==> src/rtl/core/srfp_pkg.sv <==
package srfp_pkg;

   // Frame layout and limits
   localparam int MAX_BUFFER_BYTES_DEF = 255;
   localparam int MIN_REPLY            = 5;
   localparam int ECHO_OVERHEAD        = 5;
   // Bytes of the echo already taken when its length byte arrives
   localparam int ECHO_SEEN_AT_LEN     = 2;
   localparam int SKIP_W               = 9;

   localparam logic [7:0] HOST_ADDRESS_RESET = 8'h02;

   // Reply offsets of the header bytes
   localparam logic [7:0] OFS_SOURCE  = 8'd0;
   localparam logic [7:0] OFS_LENGTH  = 8'd1;
   localparam logic [7:0] OFS_DEST    = 8'd2;
   localparam logic [7:0] OFS_HEADER  = 8'd3;
   localparam logic [7:0] OFS_PAYLOAD = 8'd4;
   localparam logic [7:0] REPLY_SAT   = 8'hFF;

   typedef enum logic {
      KIND_PAYLOAD = 1'b0,
      KIND_SUMMARY = 1'b1
   } kind_type;

   typedef enum logic [1:0] {
      STATUS_OK        = 2'd0,
      STATUS_TOO_SHORT = 2'd1,
      STATUS_BAD_SUM   = 2'd2
   } status_type;

   typedef struct packed {
      kind_type   kind;
      logic [7:0] payload_byte;
      logic [7:0] payload_index;
      status_type status;
      logic [7:0] source_address;
      logic [7:0] data_length;
      logic [7:0] dest_address;
      logic [7:0] header_code;
      logic [7:0] reply_length;
   } result_type;

endpackage

==> src/rtl/core/srfp_frame.sv <==
module srfp_frame #(
   parameter int MaxBufferBytes = srfp_pkg::MAX_BUFFER_BYTES_DEF
) (
   input  logic                clock,
   input  logic                reset,
   input  logic                take,
   input  logic [7:0]          rx_byte,
   input  logic                last_byte,
   input  logic                csr_we,
   input  logic [7:0]          csr_data,
   output logic                res_valid,
   output srfp_pkg::result_type res
);
   import srfp_pkg::*;

   localparam int PosW = $clog2(MaxBufferBytes + 1);

   logic [7:0]        host_ff;
   logic [PosW-1:0]   pos_ff, pos_in;
   logic              echo_ff, echo_in;
   logic [SKIP_W-1:0] skip_ff, skip_in;
   logic [7:0]        rp_ff, rp_in;
   logic [7:0]        sum_ff, sum_in;
   logic [7:0]        src_ff, src_in;
   logic [7:0]        len_ff, len_in;
   logic [7:0]        dst_ff, dst_in;
   logic [7:0]        hdr_ff, hdr_in;
   logic [7:0]        pay_idx;
   logic              emit;
   result_type        res_c;

   assign pay_idx = rp_ff - OFS_PAYLOAD;

   // Work out the next frame state and the result of this byte
   always_comb begin
      pos_in  = pos_ff;
      echo_in = echo_ff;
      skip_in = skip_ff;
      rp_in   = rp_ff;
      sum_in  = sum_ff;
      src_in  = src_ff;
      len_in  = len_ff;
      dst_in  = dst_ff;
      hdr_in  = hdr_ff;
      emit    = 1'b0;
      res_c   = '0;
      if (take) begin
         // Bytes past the buffer limit are ignored
         if (pos_ff < PosW'(MaxBufferBytes)) begin
            pos_in = pos_ff + PosW'(1);
            if (pos_ff == PosW'(0) && rx_byte == host_ff) begin
               echo_in = 1'b1;
            end else if (echo_ff) begin
               if (pos_ff == PosW'(1)) begin
                  skip_in = {1'b0, rx_byte} + SKIP_W'(ECHO_OVERHEAD - ECHO_SEEN_AT_LEN);
               end else if (skip_ff != '0) begin
                  skip_in = skip_ff - SKIP_W'(1);
               end
               if (pos_ff != PosW'(0) && skip_in == '0) begin
                  echo_in = 1'b0;
               end
            end else begin
               case (rp_ff)
                  OFS_SOURCE: src_in = rx_byte;
                  OFS_LENGTH: len_in = rx_byte;
                  OFS_DEST:   dst_in = rx_byte;
                  OFS_HEADER: hdr_in = rx_byte;
                  default: ;
               endcase
               sum_in = sum_ff + rx_byte;
               if (rp_ff >= OFS_PAYLOAD && pay_idx < len_ff && !last_byte) begin
                  emit = 1'b1;
               end
               if (rp_ff != REPLY_SAT) begin
                  rp_in = rp_ff + 8'd1;
               end
            end
         end
         if (emit) begin
            res_c.kind          = KIND_PAYLOAD;
            res_c.payload_byte  = rx_byte;
            res_c.payload_index = pay_idx;
         end
         // Summarize the buffer on its final byte, then drop the frame state
         if (last_byte) begin
            res_c.kind           = KIND_SUMMARY;
            if (rp_in < 8'(MIN_REPLY)) begin
               res_c.status = STATUS_TOO_SHORT;
            end else if (sum_in == 8'd0) begin
               res_c.status = STATUS_OK;
            end else begin
               res_c.status = STATUS_BAD_SUM;
            end
            res_c.source_address = src_in;
            res_c.data_length    = len_in;
            res_c.dest_address   = dst_in;
            res_c.header_code    = hdr_in;
            res_c.reply_length   = rp_in;
            pos_in  = '0;
            echo_in = 1'b0;
            skip_in = '0;
            rp_in   = '0;
            sum_in  = '0;
            src_in  = '0;
            len_in  = '0;
            dst_in  = '0;
            hdr_in  = '0;
         end
      end
   end

   assign res_valid = take && (emit || last_byte);
   assign res       = res_c;

   // Hold the frame state and the host address
   always_ff @(posedge clock) begin
      if (reset) begin
         host_ff <= HOST_ADDRESS_RESET;
         pos_ff  <= '0;
         echo_ff <= 1'b0;
         skip_ff <= '0;
         rp_ff   <= '0;
         sum_ff  <= '0;
         src_ff  <= '0;
         len_ff  <= '0;
         dst_ff  <= '0;
         hdr_ff  <= '0;
      end else begin
         if (csr_we) begin
            host_ff <= csr_data;
         end
         pos_ff  <= pos_in;
         echo_ff <= echo_in;
         skip_ff <= skip_in;
         rp_ff   <= rp_in;
         sum_ff  <= sum_in;
         src_ff  <= src_in;
         len_ff  <= len_in;
         dst_ff  <= dst_in;
         hdr_ff  <= hdr_in;
      end
   end

`ifndef SYNTHESIS
   // A final byte always leaves a cleared frame behind
   a_last_clears: assert property (@(posedge clock) disable iff (reset)
      (take && last_byte) |=> (pos_ff == '0 && rp_ff == 8'd0 && !echo_ff))
      else $error("frame state not cleared after final byte");

   // Reply bytes never outnumber buffer bytes
   a_rp_le_pos: assert property (@(posedge clock) disable iff (reset)
      (8'(pos_ff) >= rp_ff))
      else $error("reply position ahead of buffer position");

   // No reply byte is counted while the echo is being dropped
   a_echo_no_reply: assert property (@(posedge clock) disable iff (reset)
      (take && echo_ff && !last_byte) |=> $stable(rp_ff))
      else $error("reply advanced during echo");
`endif

endmodule

==> src/rtl/core/srfp_queue.sv <==
module srfp_queue (
   input  logic                 clock,
   input  logic                 reset,
   input  logic                 push,
   input  srfp_pkg::result_type push_data,
   output logic                 full,
   output logic                 out_valid,
   input  logic                 out_stall,
   output srfp_pkg::result_type out_data
);
   import srfp_pkg::*;

   result_type entry_ff [2];
   logic       wr_ptr_ff, wr_ptr_in;
   logic       rd_ptr_ff, rd_ptr_in;
   logic [1:0] count_ff, count_in;
   logic       pop;

   assign full      = (count_ff == 2'd2);
   assign out_valid = (count_ff != 2'd0);
   assign out_data  = entry_ff[rd_ptr_ff];
   assign pop       = out_valid && !out_stall;

   // Advance pointers and occupancy
   always_comb begin
      wr_ptr_in = push ? ~wr_ptr_ff : wr_ptr_ff;
      rd_ptr_in = pop ? ~rd_ptr_ff : rd_ptr_ff;
      count_in  = count_ff;
      if (push && !pop) begin
         count_in = count_ff + 2'd1;
      end else if (pop && !push) begin
         count_in = count_ff - 2'd1;
      end
   end

   always_ff @(posedge clock) begin
      if (reset) begin
         wr_ptr_ff <= 1'b0;
         rd_ptr_ff <= 1'b0;
         count_ff  <= 2'd0;
      end else begin
         wr_ptr_ff <= wr_ptr_in;
         rd_ptr_ff <= rd_ptr_in;
         count_ff  <= count_in;
      end
   end

   // Store the pushed transaction
   always_ff @(posedge clock) begin
      if (push) begin
         entry_ff[wr_ptr_ff] <= push_data;
      end
   end

`ifndef SYNTHESIS
   a_no_overflow: assert property (@(posedge clock) disable iff (reset)
      push |-> !full)
      else $error("push into full result queue");

   a_count_range: assert property (@(posedge clock) disable iff (reset)
      count_ff != 2'd3)
      else $error("result queue count out of range");

   a_ptr_track: assert property (@(posedge clock) disable iff (reset)
      (count_ff == 2'd0 || count_ff == 2'd2) |-> (wr_ptr_ff == rd_ptr_ff))
      else $error("queue pointers disagree with count");
`endif

endmodule

==> src/rtl/core/serial_reply_frame_parser_unit.sv <==
// Results are queued as their bytes are accepted; rsp_ offers the oldest first.
// Throughput: one byte per cycle while req_stall is low; the frame state
// updates once per byte. A two-entry result queue keeps req_ open while
// one result waits on rsp_. Reset (synchronous, active high) clears the
// frame state and the queue and sets the host address to 0x02.
module serial_reply_frame_parser_unit #(
   parameter int MaxBufferBytes = srfp_pkg::MAX_BUFFER_BYTES_DEF
) (
   input  logic       clock,
   input  logic       reset,
   input  logic       req_valid,
   output logic       req_stall,
   input  logic [7:0] req_rx_byte,
   input  logic       req_last_byte,
   output logic       rsp_valid,
   input  logic       rsp_stall,
   output logic       rsp_kind,
   output logic [7:0] rsp_payload_byte,
   output logic [7:0] rsp_payload_index,
   output logic [1:0] rsp_status,
   output logic [7:0] rsp_source_address,
   output logic [7:0] rsp_data_length,
   output logic [7:0] rsp_dest_address,
   output logic [7:0] rsp_header_code,
   output logic [7:0] rsp_reply_length,
   input  logic       csr_valid,
   output logic       csr_ready,
   input  logic [7:0] csr_host_address
);
   import srfp_pkg::*;

   logic       take;
   logic       res_valid;
   logic       full;
   result_type res;
   result_type head;

   assign req_stall = full;
   assign take      = req_valid && !full;
   assign csr_ready = 1'b1;

   srfp_frame #(
      .MaxBufferBytes(MaxBufferBytes)
   ) u_frame (
      .clock     (clock),
      .reset     (reset),
      .take      (take),
      .rx_byte   (req_rx_byte),
      .last_byte (req_last_byte),
      .csr_we    (csr_valid && csr_ready),
      .csr_data  (csr_host_address),
      .res_valid (res_valid),
      .res       (res)
   );

   srfp_queue u_queue (
      .clock     (clock),
      .reset     (reset),
      .push      (res_valid),
      .push_data (res),
      .full      (full),
      .out_valid (rsp_valid),
      .out_stall (rsp_stall),
      .out_data  (head)
   );

   // Unpack the head transaction onto the result ports
   assign rsp_kind           = head.kind;
   assign rsp_payload_byte   = head.payload_byte;
   assign rsp_payload_index  = head.payload_index;
   assign rsp_status         = head.status;
   assign rsp_source_address = head.source_address;
   assign rsp_data_length    = head.data_length;
   assign rsp_dest_address   = head.dest_address;
   assign rsp_header_code    = head.header_code;
   assign rsp_reply_length   = head.reply_length;

endmodule

==> config.mk <==
export PLATFORM = sky130hd
export DESIGN_NAME = serial_reply_frame_parser_unit
export DESIGN_NICKNAME = d
export VERILOG_FILES = /design/src/rtl/core/srfp_pkg.sv /design/src/rtl/core/srfp_frame.sv /design/src/rtl/core/srfp_queue.sv /design/src/rtl/core/serial_reply_frame_parser_unit.sv
export SDC_FILE = /design/constraint.sdc
export NUM_CORES = 1
export LEC_CHECK = 0
export BUFFER_PORTS_ARGS = -buffer_cell sky130_fd_sc_hd__buf_2
export CELL_PAD_IN_SITES_DETAIL_PLACEMENT = 0
export CELL_PAD_IN_SITES_GLOBAL_PLACEMENT = 2
export CORE_ASPECT_RATIO = 0.5
export CORE_MARGIN = 1.5
export CORE_UTILIZATION = 38
export CTS_BUF_LIST = sky130_fd_sc_hd__clkbuf_8
export DETAILED_ROUTE_END_ITERATION = 8
export GPL_TIMING_DRIVEN = 0
export PLACE_DENSITY = 0.91
export SLEW_MARGIN = 20
export SYNTH_ARGS = -nofsm -noshare
export SYNTH_HDL_FRONTEND = slang
export SYNTH_SLANG_ARGS = --single-unit
==> constraint.sdc <==
create_clock -name clock -period 5.5 [get_ports clock]
set_input_delay 0.275 -clock clock [delete_from_list [all_inputs] [get_ports clock]]
set_output_delay 0.275 -clock clock [all_outputs]
set_load 0.01 [all_outputs]
==> reports/qor.yml, run 1 <==
ys_ff_latch: 197
powerDensity_nw_per_um2: 326.6
timing_max_transition_violations_final: 0
dp_hpwl_mm: 16.82
synth_edf_count: 118
fillCellCount: 2298
initial_core_util: 0.3935
share_of_total_power_consumed_by_net_switching: 0.3129
p_switching_mw: 1.119
fin_util: 0.4491
post_route_cells_drive_above_1_share: 0.2104
clk_path_buf_depth: 2
drcViolationCount: 0
floorplan_core_area_um2: 24370
final_critical_path_setup_slack_ps: 1030
ys_top_cells_by_count: "118 x sky130_fd_sc_hd__edfxtp_1, 93 x sky130_fd_sc_hd__nor2_1, 79 x sky130_fd_sc_hd__dfxtp_1"
finalClockSkew_ps: 20.28
finalWeightedCongestion: 0.8819
grt.overflow.total: 0
h-tree-depth: 4
internal_power_mw: 2.457
required_ps: 5700
detailedPlace.worstSlack_ps: 1055
critical-path-max-stage-delay_ps: 590
floorplan.die_area_um2: 26260
clock_insertion_delay_worst_skew_ps: 500
seqCellArea_um2: 5125
post_synth_inst_count: 843
tritoncts: "yes"
path_cells: "inv_1 -> ha_1 -> nand2_1 -> xnor2_1 -> ha_1 -> a21o_1 -> a21oi_1 -> nand3_1 -> nor4_1 -> o21a_1 -> nand2b_1 -> nor2b_4 -> buf_16 -> buf_16"
ys_async_sr_fraction: 0
yosysWarnings: 0
yosys.cell_types.count: 61
number_of_clock_sinks_seen_by_cts: 197
grt_first_pass_wirelength_mm: 36.39
final-setup-viol-count: 0
vias_per_cell: 5.252
clockRootBuffer: "sky130_fd_sc_hd__clkbuf_8"
timing_hold_violations_final: 0
max_freq_mhz: 223.7
max_cap_viol_count: 0
comb_power_share: 0.246
port_buffers: 80
largest_net_degree_at_the_start_of_global_routing: 44
power_mw: 3.576
worstSetupPathType: "reg2reg"
worstSetupStartpointType: "flip-flop"
seqPwrFrac: 0.476
total_area_of_multi_input_combinational_cells_um2: 4095
mappedNetlistNets: 894
routed-via-count: 6807
clk_transition_reported_paths_ps: 110
synth_sequential_area_ratio: 0.5344
clockPowerShare: 0.279
via_count_of_the_first_global_routing_pass: 6767
placementRows: 40
detailedRoute.firstIterationViolations: 536
wire_per_inst_um: 17.94
final_nets: 998
min_period_ps: 4470
arrival_time_at_the_worst_endpoint_ps: 4670
die_y_um: 115.3
rsz0062_at_grt: "false"
cts-resized-gates: 0
total_clock_buffers_created_by_cts: 17
timing.critical_path.to_type: "flip-flop"
postSynth.topFlopCell: "sky130_fd_sc_hd__edfxtp_1"
final_area_um2: 10950
slew_headroom: 0.2991
cp_max_fo: 25
power.leakage_nw: 3.952
post_synth_instance_area_um2: 9590
synth_top_area_frac: 0.3695
grt_usage: 0.1847
whs_ps: 31.21
vdd_ir_drop_max_v: 0.0001470
antenna-diode-count: 0
yosys-top-cells-area: "sky130_fd_sc_hd__edfxtp_1 37%, sky130_fd_sc_hd__dfxtp_1 16%, sky130_fd_sc_hd__mux2_2 7.0%, sky130_fd_sc_hd__mux2i_1 4.9%, sky130_fd_sc_hd__ha_1 3.7%"
die_width_um: 227.7
io_pins: 84
average_cell_area_after_synthesis_um2: 11.38
detailedRoute.firstPassIterationCount: 5
worst_slew_pin_slew_ps: 1049
synth_area_leader_cell: "sky130_fd_sc_hd__edfxtp_1"
finalCritPeriodShare: 0.8128
run_status: "complete, no violations"
cp.buffers_inverters: 3
placedInstanceArea_um2: 10500
final_antenna_net_count: 0
hold_class: "in2reg"
slowest_stage_cell_on_the_critical_path: "sky130_fd_sc_hd__nor2b_4"
grt_antenna_before_repair: 0
crit_family: "simple AND/OR/NAND/NOR gates"
drt-total-wl_mm: 23.25
synthMostInstantiatedCell: "sky130_fd_sc_hd__edfxtp_1"
area.growth.synth_to_final_pct: 14.14
## timing repair
action / CTS / global route
buffers inserted: 0 / 0
endpoints found under the hold margin: 1 / 1
hold buffers: 1 / 1
## cells in the final DEF (no fill, tap or decap), types with 15 or more instances in the layout
cell / instances
sky130_fd_sc_hd__o32ai_1: 32
sky130_fd_sc_hd__clkbuf_8: 17
sky130_fd_sc_hd__dfxtp_1: 79
sky130_fd_sc_hd__clkbuf_1: 36
sky130_fd_sc_hd__buf_2: 86
sky130_fd_sc_hd__a21oi_1: 23
sky130_fd_sc_hd__xor2_1: 18
sky130_fd_sc_hd__mux2_2: 60
sky130_fd_sc_hd__nor3_1: 20
sky130_fd_sc_hd__xnor2_1: 24
sky130_fd_sc_hd__edfxtp_1: 118
sky130_fd_sc_hd__a22oi_1: 16
sky130_fd_sc_hd__nand3_1: 19
sky130_fd_sc_hd__o21ai_0: 15
sky130_fd_sc_hd__inv_1: 49
sky130_fd_sc_hd__mux2i_1: 47
sky130_fd_sc_hd__nor2_1: 93
sky130_fd_sc_hd__nand2_1: 30
sky130_fd_sc_hd__and2_1: 18
sky130_fd_sc_hd__ha_1: 28
## tightest hold or removal path: stages
cell,delay [ps]
sky130_fd_sc_hd__buf_2,80
sky130_fd_sc_hd__mux2i_1,60
sky130_fd_sc_hd__nor2_1,80
## per-stage QoR
stage,cells,TNS [ps]
floorplan,843,0
global placement,1259,-120730
detailed placement,1262,0
CTS,1295,0
global route,1296,0
finish,1296,0
## cell families (layout without fill, tap and decap cells)
group                    after synthesis  after routing  synth area share
XOR/XNOR                              42             42           0.03836
other                                  1              1         0.0003910
flip-flops                           197            197            0.5344
multiplexers                         107            107            0.1195
AO/OA/AOI/OAI                        122            122           0.09237
adder cells (fa/ha/maj)               29             29           0.03862
buffers and inverters                 99            216           0.04071
AND/OR/NAND/NOR                      246            246            0.1357
## final timing paths
check	from	end	slack, ps	cells past startpoint
setup reg to reg	u_frame.rp_ff[2]	u_queue.entry_ff[0][50]	1030	14
hold / removal	csr_host_address[0]	u_frame.host_ff[0]	30	3
setup / recovery	u_frame.rp_ff[2]	u_queue.entry_ff[0][50]	1030	14
hold reg to reg	u_frame.sum_ff[7]	u_frame.sum_ff[7]	490	2
## registers in the layout (all words and copies together) (netlist names), named ones only
name / flops
u_frame.dst_ff: 8
u_frame.hdr_ff: 8
u_frame.host_ff: 8
u_queue.wr_ptr_ff: 1
u_queue.entry_ff: 118
u_frame.skip_ff: 9
u_frame.rp_ff: 8
u_frame.sum_ff: 8
u_queue.rd_ptr_ff: 1
u_frame.len_ff: 8
u_frame.pos_ff: 8
u_frame.src_ff: 8
u_frame.echo_ff: 1
u_queue.count_ff: 2
## per-layer routing
metal / up-vias / GRT usage / part of all wire
met2: 162 / 0.2988 / 0.46
met3: 18 / 0.04574 / 0.058
met4: 0 / 0.03753 / 0.011
li1: 3285 / - / -
met1: 3342 / 0.2525 / 0.47
met5: - / 0 / 0
## power groups by stage
stage	Sequential, mW	Combinational (mW)	Clock, mW
after floorplan	1.73	0.578	0
after global placement	1.74	0.851	0
after detailed placement	1.74	0.885	0
after CTS	1.70	0.890	1.01
after global routing	1.71	0.958	1.07
final	1.70	0.879	0.996
## final cells by class
| type | count | area share |
|---|---|---|
| buffer | 51 | 0.01920 |
| clock buffer | 17 | 0.02137 |
| clock inverter | 15 | 0.01703 |
| inverter | 48 | 0.01646 |
| multi-input combinational | 547 | 0.3741 |
| sequential | 197 | 0.4682 |
| tap | 336 | 0.03840 |
| timing repair buffer | 85 | 0.04526 |
Note: power is estimated with default switching activity, not from simulation.
==> run 2, diff against run 1 <==
--- a/config.mk
+++ b/config.mk
@@ -10,11 +10,11 @@
 export CELL_PAD_IN_SITES_GLOBAL_PLACEMENT = 2
 export CORE_ASPECT_RATIO = 0.5
 export CORE_MARGIN = 1.5
-export CORE_UTILIZATION = 38
+export CORE_UTILIZATION = 42
 export CTS_BUF_LIST = sky130_fd_sc_hd__clkbuf_8
 export DETAILED_ROUTE_END_ITERATION = 8
 export GPL_TIMING_DRIVEN = 0
-export PLACE_DENSITY = 0.91
+export PLACE_DENSITY = 0.95
 export SLEW_MARGIN = 20
 export SYNTH_ARGS = -nofsm -noshare
 export SYNTH_HDL_FRONTEND = slang
==> constraint.sdc (replaced) <==
create_clock -name clock -period 4.4 [get_ports clock]
set_input_delay 0.22 -clock clock [delete_from_list [all_inputs] [get_ports clock]]
set_output_delay 0.22 -clock clock [all_outputs]
set_load 0.01 [all_outputs]
==> run 2 against run 1 <==
Total power up 26%. Die area shrank 9.3%. Clock power rose by 29%. Combinational power rose by 25%. Setup slack got worse by 700 ps. Via count rose by 0.51%. First-iteration DRC count down 0.75%. Sequential cell count is the same. Global-route usage is 1.4 points higher. Design area up 0.12%. Critical path depth down 1. Highest routed layer unchanged.
==> reports/qor.yml, run 2 (synthesized netlist as in run 1, its figures left out) <==
dp_hpwl_mm: 16.57
grt.overflow.total: 0
grt_antenna_before_repair: 0
post_route_cells_drive_above_1_share: 0.2101
detailedRoute.firstIterationViolations: 532
layout_top_registers: "u_queue.entry_ff: 118 flops, u_frame.skip_ff: 9 flops"
seqCellArea_um2: 5125
crit_family: "simple AND/OR/NAND/NOR gates"
clk_transition_reported_paths_ps: 100
initial_core_util: 0.4357
final_nets: 1004
post_cts_setup_inserts: 0
finalWeightedCongestion: 0.8657
run_status: "complete, no violations"
wire_per_inst_um: 18.09
number_of_clock_sinks_seen_by_cts: 197
tritoncts: "yes"
total_area_of_multi_input_combinational_cells_um2: 4096
largest_register_ffs: 118
clockRootBuffer: "sky130_fd_sc_hd__clkbuf_8"
most_common_cell_after_layout_fill_and_taps_aside: "sky130_fd_sc_hd__edfxtp_1"
grt_usage: 0.1985
registers.top_by_ff_count: "u_queue.entry_ff"
area.growth.synth_to_final_pct: 14.27
finalCritPeriodShare: 0.9256
fillCellCount: 1963
dr_wl_met2_mm: 10.24
finalClockSkew_ps: 17.13
via_count_of_the_first_global_routing_pass: 6719
slowest_stage_cell_on_the_critical_path: "sky130_fd_sc_hd__dfxtp_1"
hold_class: "in2reg"
timing.critical_path.to_type: "flip-flop"
vdd_ir_drop_max_v: 0.0002274
floorplan_core_area_um2: 22010
worst_r2r_startpoint: "u_frame.rp_ff[2]"
final_critical_path_setup_slack_ps: 327.6
cp_max_fo: 28
met3_length_mm: 1.142
routed-via-count: 6842
worstSetupPathType: "reg2reg"
antenna-diode-count: 0
path_cells: "inv_1 -> ha_1 -> nand2_1 -> xnor2_1 -> ha_1 -> a21o_1 -> a21oi_1 -> nand3_1 -> nor4_1 -> o21a_2 -> nand2b_1 -> nor2b_4 -> buf_12"
port_buffers: 80
worstSetupStartpointType: "flip-flop"
placementRows: 38
min-delay-start: "rsp_stall"
dr.max_layer_used: "met4"
finish.cell_count_without_fillers: 1266
max_cap_viol_count: 0
drcViolationCount: 0
die_width_um: 216.7
slew_headroom: 0.3153
power.leakage_nw: 3.979
placed_cells_incl_taps: 1226
final_antenna_net_count: 0
timing_max_transition_violations_final: 0
cp.buffers_inverters: 2
clock_insertion_delay_worst_skew_ps: 480
drt-total-wl_mm: 22.90
arrival_time_at_the_worst_endpoint_ps: 4250
worstSetupStartpoint: "u_frame.rp_ff[2]"
largest_net_degree_at_the_start_of_global_routing: 36
cpMostUsedCell: "sky130_fd_sc_hd__ha_1"
io_pins: 84
worst_slew_pin_slew_ps: 1025
detailedPlace.worstSlack_ps: 295.2
powerDensity_nw_per_um2: 411.2
timing_hold_violations_final: 0
rsz0062_at_grt: "false"
floorplan.die_area_um2: 23800
grt_first_pass_wirelength_mm: 36.25
clk_path_buf_depth: 2
final-setup-viol-count: 0
routedLengthMet1_mm: 11.34
die_y_um: 109.9
required_ps: 4580
vias_per_cell: 5.404
total_clock_buffers_created_by_cts: 17
max_freq_mhz: 245.6
critical-path-max-stage-delay_ps: 480
detailedRoute.firstPassIterationCount: 5
min_period_ps: 4072
layout_common_cells: "118 x sky130_fd_sc_hd__edfxtp_1, 93 x sky130_fd_sc_hd__nor2_1, 86 x sky130_fd_sc_hd__buf_2, 79 x sky130_fd_sc_hd__dfxtp_1, 60 x sky130_fd_sc_hd__mux2_2"
h-tree-depth: 4
## run 2: cell count changes in the layout (fill, tap and decap cells not counted), sizes merged
| cell | change |
|---|---|
| dlygate4sd3 | +6 |
| bufinv | +1 |
| clkinvlp | -1 |
## run 2: where the power goes
group | internal [mW] | switching [mW]
logic | 0.465 | 0.631
registers | 2.08 | 0.0514
clock network | 0.580 | 0.702
total | 3.12 | 1.38
## run 2: worst paths after layout
| kind | slack (ps) | cells after the start | endpoint |
|---|---|---|---|
| max reg2reg | 330 | 13 | u_queue.entry_ff[0][30] |
| min | 150 | 4 | flip-flop |
| min reg2reg | 490 | 2 | u_frame.src_ff[1] |
| max | 330 | 13 | u_queue.entry_ff[0][30] |
## run 2: final cells by class
cell class	count	share of cell area
Tap cell	300	0.03425
Sequential cell	197	0.4676
Clock inverter	15	0.01735
Multi-Input combinational cell	547	0.3738
Timing Repair Buffer	91	0.05001
Inverter	48	0.01644
Clock buffer	17	0.02135
Buffer	51	0.01918
## run 2: routing by layer
| metal | vias up | track usage |
|---|---|---|
| met5 | - | 0 |
| met1 | 3350 | 0.2831 |
| li1 | 3308 | - |
| met3 | 12 | 0.03154 |
| met2 | 172 | 0.3203 |
| met4 | 0 | 0.04167 |
## run 2: stage by stage
step                area, µm²  TNS, ps  power [mW]    util  hold WS [ps]
detailed placement      10450        0       3.266  0.4749         439.2
global route            10960        0       4.706  0.4978         155.8
CTS                     10960        0       4.534  0.4978         127.1
finish                  10960        0       4.506  0.4978         150.6
floorplan                9593        0       2.878       -         342.4
global placement        10370  -142570       3.223  0.4710         437.9
## run 2: worst register-to-register path, cell delays in order, from the launching register on
cell,delay (ps)
sky130_fd_sc_hd__dfxtp_1,480
sky130_fd_sc_hd__inv_1,210
sky130_fd_sc_hd__ha_1,280
sky130_fd_sc_hd__nand2_1,80
sky130_fd_sc_hd__xnor2_1,160
sky130_fd_sc_hd__ha_1,290
sky130_fd_sc_hd__a21o_1,190
sky130_fd_sc_hd__a21oi_1,210
sky130_fd_sc_hd__nand3_1,140
sky130_fd_sc_hd__nor4_1,460
sky130_fd_sc_hd__o21a_2,380
sky130_fd_sc_hd__nand2b_1,180
sky130_fd_sc_hd__nor2b_4,450
sky130_fd_sc_hd__buf_12,260
## run 2: timing repair
action,in CTS,in global routing
hold buffers,8,0
endpoints found under the setup margin,0,49
resized for setup,0,1
endpoints found under the hold margin,8,0
